<file path="src/rtl/ssdf_pkg.sv">
// Shared types, codes and constants for the six-digit seven-segment formatter.
// Holds the mode and register index codes and the digit-to-segment encoder.
// No dependencies; every other file of the block imports this package.
package ssdf_pkg;

  localparam int VAL_W      = 20;
  localparam int DIG_W      = 4;
  localparam int SEG_W      = 8;
  localparam int NUM_DIGITS = 6;

  // Display modes as written to the mode register.
  localparam logic [1:0] MODE_SPEED   = 2'd0;
  localparam logic [1:0] MODE_MILEAGE = 2'd1;
  localparam logic [1:0] MODE_TIME    = 2'd2;
  localparam logic [1:0] MODE_TOP     = 2'd3;

  // Configuration register indexes.
  localparam logic CFG_IDX_MODE   = 1'b0;
  localparam logic CFG_IDX_OFFSET = 1'b1;

  localparam logic [1:0]       MODE_RST        = MODE_SPEED;
  localparam logic [4:0]       HOUR_OFFSET_RST = 5'd8;
  localparam logic [VAL_W-1:0] NUM_MAX         = 20'd999999;

  localparam logic [SEG_W-1:0] SEG_OFF   = 8'h00;
  localparam logic [SEG_W-1:0] SEG_MINUS = 8'h40;
  localparam logic [SEG_W-1:0] SEG_DP    = 8'h80;

  typedef logic [DIG_W-1:0] digit_t;
  // Element 0 is the leftmost digit.
  typedef digit_t [NUM_DIGITS-1:0] digits_t;

  // Control that travels alongside the data through the pipeline.
  typedef struct packed {
    logic       vld;
    logic [1:0] mode;
    logic       dash;
  } ctl_t;

  function automatic logic [SEG_W-1:0] seg_of(input digit_t d);
    logic [SEG_W-1:0] s;
    case (d)
      4'd0:    s = 8'h3F;
      4'd1:    s = 8'h06;
      4'd2:    s = 8'h5B;
      4'd3:    s = 8'h4F;
      4'd4:    s = 8'h66;
      4'd5:    s = 8'h6D;
      4'd6:    s = 8'h7D;
      4'd7:    s = 8'h07;
      4'd8:    s = 8'h7F;
      4'd9:    s = 8'h6F;
      default: s = SEG_OFF;
    endcase
    return s;
  endfunction

endpackage

</file>
<file path="src/rtl/seven_segment_display_formatter_top.sv">
// Top level of the six-digit seven-segment display formatter.
// Holds the configuration registers, the time path and the segment encoding.
// Depends on ssdf_pkg and ssdf_bcd6.
//
//   Channel  Ports                                        Handshake
//   -------  -------------------------------------------  ---------------------------
//   update   in_fix_valid .. in_utc_second                start, taken when busy low
//   result   out_seg_0 .. out_seg_5                       out_valid strobe, one cycle
//   config   cfg_index, cfg_wdata                         cfg_we, written at once
//
// One word is accepted every cycle while busy is low; each result follows its
// word through the input register, the two converter stages and the result
// register. The receiver cannot stall, so nothing ever holds the
// pipeline. busy is high only while rst_n is low. Reset is synchronous and
// clears the pipeline valid bits and loads speed mode with an hour offset of 8.
module seven_segment_display_formatter_top (
  input  logic                                 clk,
  input  logic                                 rst_n,
  input  logic                                 start,
  output logic                                 busy,
  input  logic                                 in_fix_valid,
  input  logic [ssdf_pkg::VAL_W-1:0]           in_speed_tenths,
  input  logic [ssdf_pkg::VAL_W-1:0]           in_distance_hundredths,
  input  logic [ssdf_pkg::VAL_W-1:0]           in_top_speed_tenths,
  input  logic [4:0]                           in_utc_hour,
  input  logic [5:0]                           in_utc_minute,
  input  logic [5:0]                           in_utc_second,
  output logic                                 out_valid,
  output logic [ssdf_pkg::SEG_W-1:0]           out_seg_0,
  output logic [ssdf_pkg::SEG_W-1:0]           out_seg_1,
  output logic [ssdf_pkg::SEG_W-1:0]           out_seg_2,
  output logic [ssdf_pkg::SEG_W-1:0]           out_seg_3,
  output logic [ssdf_pkg::SEG_W-1:0]           out_seg_4,
  output logic [ssdf_pkg::SEG_W-1:0]           out_seg_5,
  input  logic                                 cfg_we,
  input  logic                                 cfg_index,
  input  logic [4:0]                           cfg_wdata
);
  import ssdf_pkg::*;

  // Tens and units of a two-digit value below 64.
  function automatic logic [7:0] two_digits(input logic [5:0] x);
    logic [13:0] p;
    digit_t      t;
    logic [7:0]  t10;
    digit_t      u;
    p   = {8'b0, x} * 14'd205;
    t   = {1'b0, p[13:11]};
    t10 = {4'b0, t} * 8'd10;
    u   = x[3:0] - t10[3:0];
    return {t, u};
  endfunction

  logic             accept;
  logic [1:0]       mode_r;
  logic [4:0]       offset_r;

  // Input register.
  logic             vld0_r;
  logic             fix0_r;
  logic [1:0]       mode0_r;
  logic [VAL_W-1:0] spd0_r, dist0_r, top0_r;
  logic [4:0]       hh0_r;
  logic [5:0]       mm0_r, ss0_r;

  logic [VAL_W-1:0] num_sel;
  digits_t          num_digits;

  logic [5:0]       hour_sum, hour_loc;
  logic [7:0]       hh_tu, mm_tu, ss_tu;
  ctl_t             ctl1_nxt, ctl1_r, ctl2_r;
  digits_t          tim1_nxt, tim1_r, tim2_r;

  logic [NUM_DIGITS-1:0][SEG_W-1:0] seg_nxt, seg_r;
  logic             out_valid_r;

  assign busy   = ~rst_n;
  assign accept = start & ~busy;

  // Configuration registers; the user must write them only while the pipeline is empty; the block does not enforce it.
  always_ff @(posedge clk) begin
    if (!rst_n) begin
      mode_r   <= MODE_RST;
      offset_r <= HOUR_OFFSET_RST;
    end else if (cfg_we) begin
      case (cfg_index)
        CFG_IDX_MODE:   mode_r   <= cfg_wdata[1:0];
        CFG_IDX_OFFSET: offset_r <= cfg_wdata;
        default:        mode_r   <= mode_r;
      endcase
    end
  end

  always_ff @(posedge clk) begin
    if (!rst_n) begin
      vld0_r <= 1'b0;
    end else begin
      vld0_r <= accept;
    end
  end

  always_ff @(posedge clk) begin
    fix0_r  <= in_fix_valid;
    mode0_r <= mode_r;
    spd0_r  <= in_speed_tenths;
    dist0_r <= in_distance_hundredths;
    top0_r  <= in_top_speed_tenths;
    hh0_r   <= in_utc_hour;
    mm0_r   <= in_utc_minute;
    ss0_r   <= in_utc_second;
  end

  // Numeric path: pick the value for the mode and convert it to six digits.
  always_comb begin
    case (mode0_r)
      MODE_MILEAGE: num_sel = dist0_r;
      MODE_TOP:     num_sel = top0_r;
      default:      num_sel = spd0_r;
    endcase
  end

  ssdf_bcd6 u_bcd6 (
    .clk    (clk),
    .value  (num_sel),
    .digits (num_digits)
  );

  // Time path: the local hour wraps at 24; the sum never reaches 72, so two
  // compares cover every offset the register can hold.
  assign hour_sum = {1'b0, hh0_r} + {1'b0, offset_r};
  always_comb begin
    if (hour_sum >= 6'd48) begin
      hour_loc = hour_sum - 6'd48;
    end else if (hour_sum >= 6'd24) begin
      hour_loc = hour_sum - 6'd24;
    end else begin
      hour_loc = hour_sum;
    end
  end

  assign hh_tu = two_digits(hour_loc);
  assign mm_tu = two_digits(mm0_r);
  assign ss_tu = two_digits(ss0_r);

  assign tim1_nxt[0] = hh_tu[7:4];
  assign tim1_nxt[1] = hh_tu[3:0];
  assign tim1_nxt[2] = mm_tu[7:4];
  assign tim1_nxt[3] = mm_tu[3:0];
  assign tim1_nxt[4] = ss_tu[7:4];
  assign tim1_nxt[5] = ss_tu[3:0];

  // Without a fix, speed and time modes show dashes; the other modes ignore it.
  assign ctl1_nxt.vld  = vld0_r;
  assign ctl1_nxt.mode = mode0_r;
  assign ctl1_nxt.dash = ~fix0_r & ((mode0_r == MODE_SPEED) | (mode0_r == MODE_TIME));

  // The time digits and control follow the two converter stages.
  always_ff @(posedge clk) begin
    if (!rst_n) begin
      ctl1_r <= '0;
      ctl2_r <= '0;
    end else begin
      ctl1_r <= ctl1_nxt;
      ctl2_r <= ctl1_r;
    end
  end

  always_ff @(posedge clk) begin
    tim1_r <= tim1_nxt;
    tim2_r <= tim1_r;
  end

  // Segment encoding. In the numeric modes leading zeros are blanked up to
  // the last integer digit, which carries the decimal point.
  always_comb begin
    logic [2:0] dp_pos;
    logic       lead;
    dp_pos  = (ctl2_r.mode == MODE_MILEAGE) ? 3'd3 : 3'd4;
    lead    = 1'b1;
    seg_nxt = '0;
    if (ctl2_r.dash) begin
      for (int i = 0; i < NUM_DIGITS; i++) begin
        seg_nxt[i] = SEG_MINUS;
      end
    end else if (ctl2_r.mode == MODE_TIME) begin
      for (int i = 0; i < NUM_DIGITS; i++) begin
        seg_nxt[i] = seg_of(tim2_r[i]);
      end
      seg_nxt[1] = seg_nxt[1] | SEG_DP;
      seg_nxt[3] = seg_nxt[3] | SEG_DP;
    end else begin
      for (int i = 0; i < NUM_DIGITS; i++) begin
        if (lead && (num_digits[i] == 4'd0) && (3'(i) < dp_pos)) begin
          seg_nxt[i] = SEG_OFF;
        end else begin
          lead       = 1'b0;
          seg_nxt[i] = seg_of(num_digits[i]);
        end
        if (3'(i) == dp_pos) begin
          seg_nxt[i] = seg_nxt[i] | SEG_DP;
        end
      end
    end
  end

  always_ff @(posedge clk) begin
    if (!rst_n) begin
      out_valid_r <= 1'b0;
    end else begin
      out_valid_r <= ctl2_r.vld;
    end
  end

  always_ff @(posedge clk) begin
    seg_r <= seg_nxt;
  end

  assign out_valid = out_valid_r;
  assign out_seg_0 = seg_r[0];
  assign out_seg_1 = seg_r[1];
  assign out_seg_2 = seg_r[2];
  assign out_seg_3 = seg_r[3];
  assign out_seg_4 = seg_r[4];
  assign out_seg_5 = seg_r[5];

endmodule

</file>
<file path="src/rtl/ssdf_bcd6.sv">
// Two-stage binary to six-digit decimal converter with saturation at 999999.
// Splits the value into thousands and remainder, then each half into digits.
// Depends on ssdf_pkg.
module ssdf_bcd6 (
  input  logic                        clk,
  input  logic [ssdf_pkg::VAL_W-1:0]  value,
  output ssdf_pkg::digits_t           digits
);
  import ssdf_pkg::*;

  // ceil(2^30 / 1000); exact quotient for every value up to 999999.
  localparam logic [20:0] RECIP_1000 = 21'd1073742;

  // Hundreds digit of a value below 1000.
  function automatic digit_t hundreds(input logic [9:0] x);
    logic [15:0] p;
    p = {6'b0, x} * 16'd41;
    return p[15:12];
  endfunction

  // Tens and units digits of a value below 1000 whose hundreds digit is c.
  function automatic logic [7:0] tens_units(input logic [9:0] x, input digit_t c);
    logic [10:0] c100;
    logic [6:0]  r;
    logic [14:0] p;
    digit_t      t;
    logic [7:0]  t10;
    digit_t      u;
    c100 = {7'b0, c} * 11'd100;
    r    = x[6:0] - c100[6:0];
    p    = {8'b0, r} * 15'd205;
    t    = p[14:11];
    t10  = {4'b0, t} * 8'd10;
    u    = r[3:0] - t10[3:0];
    return {t, u};
  endfunction

  logic [VAL_W-1:0] sat;
  logic [40:0]      prod;
  logic [VAL_W-1:0] val_r;
  logic [9:0]       thou_r, thou_nxt;
  logic [19:0]      q1000;
  logic [9:0]       hi_r, lo_r, lo_nxt;
  digit_t           hi_c_r, lo_c_r;
  logic [7:0]       hi_tu, lo_tu;

  assign sat      = (value > NUM_MAX) ? NUM_MAX : value;
  assign prod     = {21'b0, sat} * {20'b0, RECIP_1000};
  assign thou_nxt = prod[39:30];

  always_ff @(posedge clk) begin
    val_r  <= sat;
    thou_r <= thou_nxt;
  end

  // The remainder is below 1000, so only the low ten bits matter.
  assign q1000  = {10'b0, thou_r} * 20'd1000;
  assign lo_nxt = val_r[9:0] - q1000[9:0];

  always_ff @(posedge clk) begin
    hi_r   <= thou_r;
    lo_r   <= lo_nxt;
    hi_c_r <= hundreds(thou_r);
    lo_c_r <= hundreds(lo_nxt);
  end

  assign hi_tu = tens_units(hi_r, hi_c_r);
  assign lo_tu = tens_units(lo_r, lo_c_r);

  assign digits[0] = hi_c_r;
  assign digits[1] = hi_tu[7:4];
  assign digits[2] = hi_tu[3:0];
  assign digits[3] = lo_c_r;
  assign digits[4] = lo_tu[7:4];
  assign digits[5] = lo_tu[3:0];

endmodule

</file>
<file path="config.mk">
export PLATFORM = sky130hd
export DESIGN_NAME = seven_segment_display_formatter_top
export DESIGN_NICKNAME = d
export VERILOG_FILES = /design/src/rtl/ssdf_pkg.sv /design/src/rtl/seven_segment_display_formatter_top.sv /design/src/rtl/ssdf_bcd6.sv
export SDC_FILE = /design/constraint.sdc
export NUM_CORES = 1
export LEC_CHECK = 0
export BUFFER_PORTS_ARGS = -buffer_cell sky130_fd_sc_hd__buf_2
export CAP_MARGIN = 30
export CORE_MARGIN = 1
export CORE_UTILIZATION = 30
export DETAILED_ROUTE_END_ITERATION = 8
export PLACE_DENSITY = 0.54
export SETUP_SLACK_MARGIN = 0.2
export SYNTH_ARGS = -nofsm -noshare
export SYNTH_HDL_FRONTEND = slang
export SYNTH_HIERARCHICAL = 1
export SYNTH_SLANG_ARGS = --single-unit
</file>
<file path="constraint.sdc">
create_clock -name clk -period 19.6 [get_ports clk]
set_input_delay 1.96 -clock clk [delete_from_list [all_inputs] [get_ports clk]]
set_output_delay 1.96 -clock clk [all_outputs]
set_load 0.01 [all_outputs]
</file>
# Yosys cells after proc, flatten, opt, wreduce, memory -nomap -nowiden
# Memories as Yosys holds them, arrays and structs flattened. A register that Yosys moved wholly into a read port is not among the register bits.
# Index checks and enable logic that the tools add are counted.
[op_classes]
reduce_logical = 21
n_mul = 16
mux = 33
bitwise_logic = 6
magnitude_cmp = 9
eq_ne = 10
n_addsub = 11
[op_table]
columns = ["cell", "count"]
rows = [
  ["$mux 8", 12],
  ["$mux 48", 1],
  ["$mul 6x8->14 const B", 3],
  ["$pmux 20 s2", 1],
  ["$mul 20x20->39 const B", 1],
  ["$mul 10x6->16 const B", 2],
  ["$mul 7x8->15 const B", 2],
  ["$logic_not 4->1", 6],
  ["$gt 20x20->1 const B", 1],
  ["$mux 20", 1],
  ["$sub 4x4->4", 5],
  ["$mux 1", 15],
  ["$sub 7x7->7", 2],
  ["$mux 6", 2],
  ["$logic_and 1x1->1", 11],
  ["$mul 10x7->7 const B", 1],
  ["$mul 4x5->5 const B", 2],
  ["$sub 10x10->10", 1],
  ["$mul 3x3->3 const B", 3],
  ["$mul 4x3->3 const B", 2],
  ["$add 5x5->6", 1],
  ["$eq 2x2->1 const B", 3],
  ["$eq 2x3->1 const A", 2],
  ["$eq 3x3->1 const A", 2],
  ["16 further kinds", 24],
]
[totals]
inputBits = 88
elab_cells = 154
rom_bits = 1344
output_inout_bits = 50
n_memories = 12
ff_bits = 208
[memory_table]
columns = ["name", "words", "width", "read_ports", "rd_ports_with_merged_regs", "wr", "line_no", "source"]
rows = [
  ["(no name shown)", 16, 7, 1, 1, 0, "ssdf_pkg.sv:42", "case (d)"],
  ["(no name shown)", 16, 7, 1, 1, 0, "ssdf_pkg.sv:42", ""],
  ["(no name shown)", 16, 7, 1, 1, 0, "ssdf_pkg.sv:42", ""],
  ["(no name shown)", 16, 7, 1, 1, 0, "ssdf_pkg.sv:42", ""],
  ["(no name shown)", 16, 7, 1, 1, 0, "ssdf_pkg.sv:42", ""],
  ["(no name shown)", 16, 7, 1, 1, 0, "ssdf_pkg.sv:42", ""],
  ["+6 memories", "--", "--", "--", "--", "--", "--", ""],
]

# Logic depth before layout (Yosys ltp)
# Gate-level depths: netlist of run 1.
[logic_depth]
word_depth = 32
depth_mapped = 32
depth_no_buf = 31

# Modules after synthesis
# The synthesis of run 1 kept the hierarchy.
[modules_own_cells]
columns = ["mod", "seq_area_each_um2", "cells_per_inst", "n_inst", "area_each_um2"]
rows = [
  ["ssdf_bcd6", 840.8, 988, 1, 9960.8],
  ["seven_segment_display_formatter_top", 4103.9, 989, 1, 9709.3],
]

# Worst setup path after synthesis of run 1
# OpenSTA, ideal clock, no wires.
[synth_timing]
path_kind = "register to register"
from = "register mode0_r[1]"
to = "register u_bcd6.thou_r[9]"
path_stages_with_launch = 31
n_path_buf = 3
arrival_ns = 7.603
setup_time_ns = 0.118
synth_period_minus_slack_ns = 7.721
path_slack_ns = 11.879
t_required_ns = 19.482
path_cell_list = "dfxtp_1 clkbuf_1 buf_1 mux2i_1 a21oi_1 nor4_1 nand2_1 a21oi_1 or2_0 clkbuf_1 nand2b_1 ha_1 ha_1 inv_1 fa_1 inv_1 ha_1 fa_1 inv_1 fa_1 fa_1 inv_1 ha_1 a21oi_2 o21ai_1 or4_4 a2111o_1 a2111oi_2 o31ai_1 o21a_1 xnor2_1"
[synth_between]
elab_chain_len = 5
elab_cells_between_ends = 6
classes_between = "mul: 1; order compare: 1; eq/ne: 2; mux: 2"
[synth_rtl]
columns = ["element", "line_no", "source"]
rows = [
  ["start: declaration", "seven_segment_display_formatter_top.sv:61", "logic [1:0] mode0_r;"],
  ["start signal: assignment", "seven_segment_display_formatter_top.sv:104", "mode0_r <= mode_r;"],
  ["$eq 2x2->1 or $eq 2x1->1 (tied branches)", "seven_segment_display_formatter_top.sv:115", "case (mode0_r)"],
  ["$pmux 20 s2 (*)", "seven_segment_display_formatter_top.sv:115", ""],
  ["via num_sel[13]", "seven_segment_display_formatter_top.sv:66", "logic [VAL_W-1:0] num_sel;"],
  ["$gt 20x20->1 (*)", "ssdf_bcd6.sv:47", "assign sat = (value > NUM_MAX) ? NUM_MAX : value;"],
  ["$mux 20 (*)", "ssdf_bcd6.sv:47", ""],
  ["via u_bcd6.sat[3]", "ssdf_bcd6.sv:38", "logic [VAL_W-1:0] sat;"],
  ["$mul 20x20->39 (*)", "ssdf_bcd6.sv:48", "assign prod = {21'b0, sat} * {20'b0, RECIP_1000};"],
  ["via u_bcd6.prod[39]", "ssdf_bcd6.sv:39", "logic [40:0] prod;"],
  ["end signal: assignment", "ssdf_bcd6.sv:53", "thou_r <= thou_nxt;"],
  ["end: declaration", "ssdf_bcd6.sv:41", "logic [9:0] thou_r, thou_nxt;"],
]
# The timed path passes the listed nets; every way through them passes the cells marked *.
# A chain may end at the register's enable or synchronous reset.

# Worst setup path after layout of run 1
[layout_timing]
from = "register mode0_r[1]"
to = "register u_bcd6.thou_r[9]"
[layout_between]
elab_chain_len = 5
elab_cells_between_ends = 6
classes_between = "mul: 1; order compare: 1; eq/ne: 2; mux: 2"
[layout_rtl]
columns = ["element", "line_no"]
rows = [
  ["$eq 2x2->1 or $eq 2x1->1 (tied branches)", "seven_segment_display_formatter_top.sv:115"],
  ["$pmux 20 s2 (*)", "seven_segment_display_formatter_top.sv:115"],
  ["via num_sel[17]", "seven_segment_display_formatter_top.sv:66"],
  ["$gt 20x20->1", "ssdf_bcd6.sv:47"],
  ["$mux 20 (*)", "ssdf_bcd6.sv:47"],
  ["$mul 20x20->39 (*)", "ssdf_bcd6.sv:48"],
  ["via u_bcd6.prod[39]", "ssdf_bcd6.sv:39"],
]
# Marked as above.

==> results of run 1 <==
path summary, 6_finish.rpt:
| path | from | to | slack, ns | cells past startpoint |
|---|---|---|---|---|
| worst min register to register | mode_r[0] | mode0_r[0] | 0.37 | 0 |
| worst max register to register | mode0_r[1] | u_bcd6/thou_r[9] | 11.31 | 26 |
| worst max-delay path | mode0_r[1] | u_bcd6/thou_r[9] | 11.31 | 26 |
| worst min-delay path | mode_r[0] | mode0_r[0] | 0.37 | 0 |
synthesized netlist by cell type (10+ instances only):
library cell and n:
nand3_1 14, and2_1 17, o21ai_0 76, a21oi_1 110, o21bai_1 12, nor2b_1 23
ha_1 476, a21o_1 30, dfxtp_1 247, clkbuf_1 37, nor3_1 10, mux2i_1 34
xnor2_1 56, nand2b_1 29, nand2_1 74, nor2_1 76, xor2_1 31, o22ai_1 11
fa_1 139, inv_1 357
critical path, delay by kind of cell, from the launching register on:
kind	cells	cell delay (ns)
muxes	1	0.12
adders and majority gates	8	3.26
and+or+nand+nor	4	1.84
DFF	1	0.30
buffers and inverters	5	0.54
AOI/OAI and AO/OA	7	1.97
xor gates and xnor gates	1	0.12
layer usage:
layer	up-vias	GRT usage [%]	wire [um]
li1	6748	-	-
met1	6176	16.49	19320
met2	191	22.22	19560
met3	49	1.904	1645
met4	0	2.630	758
met5	-	0	0
cell families after synthesis:
| logic type | after synthesis |
|---|---|
| and+or+nand+nor | 287 |
| AOI/OAI and AO/OA | 299 |
| buffers and inverters | 405 |
| xor gates and xnor gates | 89 |
| other | 1 |
| muxes | 34 |
| DFF | 247 |
| adders and majority gates | 615 |
layout make-up:
type                    count  share of cell area [%]
multi-input cells        1327                   59.02
clock inverters            21                   1.298
clock buffers              34                   3.565
repair buffers            139                   3.167
inverters                 360                   6.044
flip-flops and latches    247                   22.12
well taps                 855                   4.785
through the flow:
stage,setup WS (ns),hold slack (ns),std cells,utilization [%]
final,11.31,0.3720,2983,34.62
after global routing,10.68,0.3808,2983,34.62
after CTS,11.31,0.3717,2983,34.62
after detailed placement,11.32,0.3614,2928,32.94
after global placement,11.50,0.3555,2928,32.94
after floorplan,11.88,0.3305,1979,-
==> qor.yml, run 1 <==
status: "finished, final reports clean"
antenna_cells: 0
end_kind: "register"
final-max-slew-violation-count: 0
clk_latency_ns: 0.56
rsz0062_at_grt: "false"
gp_congestion: 0.8888
antenna_found_initial: 0
cts_setup_buffers: 0
port_buffers: 134
critPathSlowestCell: "a21oi_1"
vias_per_cell: 4.413
grt_start_max_net_pins: 43
max-clock-path-buffers: 3
final_area_um2: 22360
die_area_um2: 66600
drive_above_1_share_pct: 10.39
maxSlewHeadroom_pct: 42.38
finClkSkew_ns: 0.01495
nFillCells: 6487
finalHoldViolCount: 0
fin_crit_sh_pct: 42.30
die_h_um: 258.1
drv_cap: 0
worst_pin_slew_ns: 0.8614
critical_path.max_stage_delay_ns: 0.64
dr_total_vias: 13160
synthSimpleGateAreaFrac_pct: 7.245
syn_area_um2: 19670
hpwlAfterDp_um: 34850
synth_top_family_by_area: "adder cells"
period_needed_ns: 8.292
start_util_pct: 30.46
root_buffer: "clkbuf_16"
clock_sinks: 247
first_global_vias: 13910
yosys.area.top_type: "ha_1"
dr.pass1.iters: 6
yosys_warnings: 6
clkSlewWorstSetupHoldPaths_ns: 0.06
synthAdderAreaFrac_pct: 44.42
syn_to_final_growth_pct: 13.66
synthMuxAreaShare_pct: 1.730
grt_use_total_pct: 12.71
ys_async_sr_fraction_pct: 0
synth-compound-area-share_pct: 9.516
path_max_fanout: 21
clock.fmax_mhz: 120.6
wirelength_um: 41280
postSynthAreaPerCell_um2: 9.949
path_common_cell: "fa_1"
drtIter0Drc: 527
multi_input_area_um2: 13200
cts_tree: "yes"
ys_dominant_reg_cell: "dfxtp_1"
setup.worst_path.class: "reg -> reg"
wl_per_cell_um: 13.84
yosys_register_bits: 247
numCtsBuffers: 30
synthDistinctLibCells: 69
synth-xor-area-share_pct: 4.103
regArea_um2: 4945
ys_seq_area_share_pct: 25.14
start_kind: "register"
gr-total-overflow: 0
synth_top_area_share_pct: 30.28
drc: 0
synth-edff-count: 0
cp.required_ns: 20.05
arrival_ns: 8.74
setup-violations-final: 0
fin_nets: 2808
core_um2: 64580
ctsHoldBuffers: 0
final_cell_mix: "ha_1, inv_1, dfxtp_1"
final.setup.tns_ns: 0
grt_pass1_wl_um: 69520
placed_area_um2: 21270
ios: 138
cts_resized: 0
final_common_cell: "ha_1"
die_width_um: 258.1
hold_path.class: "reg -> reg"
netlist_top_cells_area: "ha_1, dfxtp_1, fa_1"
htree_levels: 1
ant_nets: 0
synthCells: 1977
row_count: 93
Power of run 1 is left out: the tool's default activity adds up to more than one toggle a clock period on the data nets, which glitch-free logic cannot reach.
==> inputs of run 2 (changes only) <==
PLACE_DENSITY = 0.56   (was 0.54)
clock period = 6.8 ns   (was 19.6 ns; I/O delays follow)
==> qor.yml, run 2 (synthesized netlist as in run 1, its figures left out) <==
status: "complete, but fails checks"
violations: "negative setup slack"
setup-violations-final: 2
antenna_cells: 0
cp-endpoint: "u_bcd6/thou_r[9]"
start_kind: "register"
worst_pin_slew_ns: 0.8774
path_common_cell: "fa_1"
critPathSlowestCell: "fa_1"
clkSlewWorstSetupHoldPaths_ns: 0.06
placed_area_um2: 22090
syn_to_final_growth_pct: 22.30
setup.worst_path.class: "reg -> reg"
final-max-slew-violation-count: 0
gp_congestion: 0.8549
critical_path.max_stage_delay_ns: 0.54
grt_start_max_net_pins: 30
die_area_um2: 66600
cp.required_ns: 7.28
wirelength_um: 41910
rsz0062_at_grt: "true"
final.setup.tns_ns: -0.1318
final_common_cell: "ha_1"
first_global_vias: 14360
r2r_end: "u_bcd6/thou_r[9]"
port_buffers: 134
finalHoldViolCount: 0
critical_path_depth: 31
timing.hold.ws_ns: 0.1799
finClkSkew_ns: 0.02137
start_util_pct: 30.46
core_um2: 64580
vias_per_cell: 4.412
maxSlewHeadroom_pct: 41.51
drive_above_1_share_pct: 20.46
end_kind: "register"
layout_setup_ws_ns: -0.1091
worstReg2RegStart: "mode0_r[1]"
cts_tree: "yes"
ant_nets: 0
drtIter0Drc: 466
period_needed_ns: 6.909
crit_start: "mode0_r[1]"
hpwlAfterDp_um: 34930
antenna_found_initial: 0
gr-total-overflow: 0
ctsHoldBuffers: 0
final_area_um2: 24060
path_max_fanout: 7
arrival_ns: 7.39
root_buffer: "clkbuf_16"
drv_cap: 0
final_cell_mix: "ha_1, inv_1, dfxtp_1"
wl_per_cell_um: 13.51
grt_pass1_wl_um: 69840
path_buf_inv: 9
row_count: 93
die_h_um: 258.1
cp_top_family: "adder cells"
htree_levels: 1
fin_nets: 2927
fin_crit_sh_pct: 101.6
numCtsBuffers: 30
die_width_um: 258.1
clock_sinks: 247
dr.pass1.iters: 6
hold_path.class: "in -> reg"
drc: 0
ios: 138
max-clock-path-buffers: 3
ff2ff_path_depth: 31
clk_latency_ns: 0.59
clock.fmax_mhz: 144.7
dr_total_vias: 13690
stdcell_count: 3103
r2r_slack_ns: -0.11
placed_cells: 3012
grt_use_total_pct: 12.77
-- run 2: routing by layer --
metal  global-route usage, %  wire, um  share of wire, %
met1                   16.25     19570                47
met2                   22.41     19940                48
met3                   1.806      1313               3.1
met4                   3.435      1088               2.6
met5                       0         0                 0
-- run 2: through the flow --
step	utilization, %	setup slack [ns]
global placement	34.21	-0.1540
finish	37.25	-0.1091
floorplan	-	0.2002
CTS	36.74	-0.08777
detailed placement	34.21	-0.2670
global route	37.25	-0.4654
-- run 2: how the worst min path moves through the flow --
stage	from	to	slack [ns]	cells after the start
detailed placement	u_bcd6/val_r[0]	u_bcd6/lo_r[0]	0.38	0
CTS	in_utc_second[5]	ss0_r[5]	0.13	1
global placement	u_bcd6/val_r[0]	u_bcd6/lo_r[0]	0.37	0
finish	in_utc_second[5]	ss0_r[5]	0.18	1
global route	in_utc_second[5]	ss0_r[5]	0.15	1
floorplan	mode_r[0]	mode0_r[0]	0.33	0
-- run 2: repair_timing --
item | CTS | global route
buffers inserted | 25 | 8
pin swaps | 46 | 56
gates resized for setup | 71 | 52
cloned | 2 | 0
setup endpoints to repair | 10 | 25
-- run 2: cell type report --
| class | count | area [um^2] |
|---|---|---|
| Sequential cell | 247 | 4954 |
| Clock buffer | 36 | 803.3 |
| Clock inverter | 20 | 259.0 |
| Multi-Input combinational cell | 1328 | 13930 |
| Fill cell | 6438 | 40520 |
| Inverter | 360 | 1354 |
| Timing Repair Buffer | 257 | 1690 |
| Tap cell | 855 | 1070 |
Power of run 2 is left out for the same reason.
==> inputs of run 3 (changes only) <==
CELL_PAD_IN_SITES_DETAIL_PLACEMENT = 2   (was not set)
CELL_PAD_IN_SITES_GLOBAL_PLACEMENT = 2   (was not set)
PLACE_DENSITY = 0.75   (was 0.56)
==> qor.yml, run 3 (synthesized netlist as in run 1, its figures left out) <==
status: "complete, but fails checks"
violations: "negative setup slack"
wirelength_um: 59770
numCtsBuffers: 31
layout_setup_ws_ns: -0.5288
antenna_found_initial: 0
final_common_cell: "ha_1"
drv_cap: 0
placed_area_um2: 22180
ant_nets: 0
setup.worst_path.class: "reg -> reg"
fin_nets: 2956
hold_path.class: "in -> reg"
end_kind: "register"
top_usage_layer: "met2"
drive_above_1_share_pct: 23.15
finClkSkew_ns: 0.01633
grt_use_met2_pct: 32.77
clk_latency_ns: 0.60
clock.fmax_mhz: 136.4
maxSlewHeadroom_pct: 44.05
grt_use_met1_pct: 18.86
die_width_um: 258.1
row_count: 93
met3_usage_pct: 2.228
stdcell_count: 3132
grt_pass1_wl_um: 90440
clock_sinks: 247
critPathSlowestCell: "fa_1"
clkSlewWorstSetupHoldPaths_ns: 0.06
rsz0062_at_grt: "true"
setup-violations-final: 8
final_area_um2: 24520
period_needed_ns: 7.329
critical_path.max_stage_delay_ns: 0.60
port_buffers: 134
hpwlAfterDp_um: 45540
start_kind: "register"
max-clock-path-buffers: 3
dr_total_vias: 14830
grt_start_max_net_pins: 33
gp_congestion: 0.8396
r2r_slack_ns: -0.53
grt_use_total_pct: 17.00
root_buffer: "clkbuf_16"
worst_pin_slew_ns: 0.8333
wl_per_cell_um: 19.08
core_um2: 64580
path_max_fanout: 5
dr.pass1.iters: 4
ios: 138
finalHoldViolCount: 0
drtIter0Drc: 331
start_util_pct: 30.46
first_global_vias: 17280
vias_per_cell: 4.735
gr-total-overflow: 0
syn_to_final_growth_pct: 24.65
htree_levels: 1
fin_crit_sh_pct: 107.8
arrival_ns: 7.81
cts_tree: "yes"
final-max-slew-violation-count: 0
placed_cells: 3024
drc: 0
final_cell_mix: "ha_1, inv_1, dfxtp_1"
cp.required_ns: 7.28
die_h_um: 258.1
die_area_um2: 66600
[run 3: cell count changes in the layout (fill, tap and decap cells not counted), moves of 4 or more]
cell | previous run | this run
inv_6 | 5 | 1
a21oi_2 | 16 | 20
inv_1 | 342 | 329
ha_1 | 436 | 432
o21ai_0 | 72 | 66
a21oi_1 | 97 | 90
buf_4 | 111 | 138
mux2i_4 | 0 | 4
inv_2 | 16 | 28
[run 3: per-layer routing]
| metal | routed length [um] | part of all wire, % |
|---|---|---|
| met4 | 2470 | 4.1 |
| met1 | 23790 | 40 |
| met2 | 32090 | 54 |
| met5 | 0 | 0 |
| met3 | 1417 | 2.4 |
[run 3: worst paths after layout]
| kind | from | cells after the start | end |
|---|---|---|---|
| setup / recovery | mode0_r[1] | 30 | u_bcd6/thou_r[9] |
| hold / removal | in_utc_second[1] | 1 | ss0_r[1] |
| setup reg to reg | mode0_r[1] | 30 | u_bcd6/thou_r[9] |
| hold reg to reg | u_bcd6/val_r[0] | 0 | u_bcd6/lo_r[0] |
[run 3: cell type report]
type	count	area [um^2]
antenna	1	2.502
clock buffer	37	808.3
clock inverter	19	262.8
fill	6880	40060
inverter	360	1356
multi-input combinational	1329	14150
sequential	247	4957
tap	855	1070
timing repair buffer	284	1911
[run 3: worst max-delay path, delay by kind of cell, from the launching register on]
family	cells	cell delay, ns
fa+ha+maj	7	2.96
mux	1	0.14
compound gates	9	1.79
buf+inv	8	0.84
simple gates	4	1.00
xor+xnor	1	0.12
flops	1	0.37
[run 3: what timing repair did]
action / CTS / global route
gates resized for setup: 74 / 111
buffers inserted: 19 / 29
hold buffers: 0 / 0
hold endpoints to repair: 0 / 0
gates cloned: 3 / 0
pin swaps: 53 / 97
setup endpoints to repair: 23 / 25
[run 3: per-stage QoR]
stage / hold WS (ns) / setup WS (ns) / TNS (ns) / util [%]
floorplan: 0.3305 / 0.2002 / 0 / -
global placement: 0.3769 / -0.2075 / -0.7254 / 34.35
detailed placement: 0.3758 / -0.5104 / -2.381 / 34.35
CTS: 0.1330 / -0.2136 / -0.6258 / 36.78
global route: 0.1544 / -0.7102 / -4.248 / 37.96
finish: 0.1779 / -0.5288 / -2.632 / 37.97
Power of run 3 is left out for the same reason.
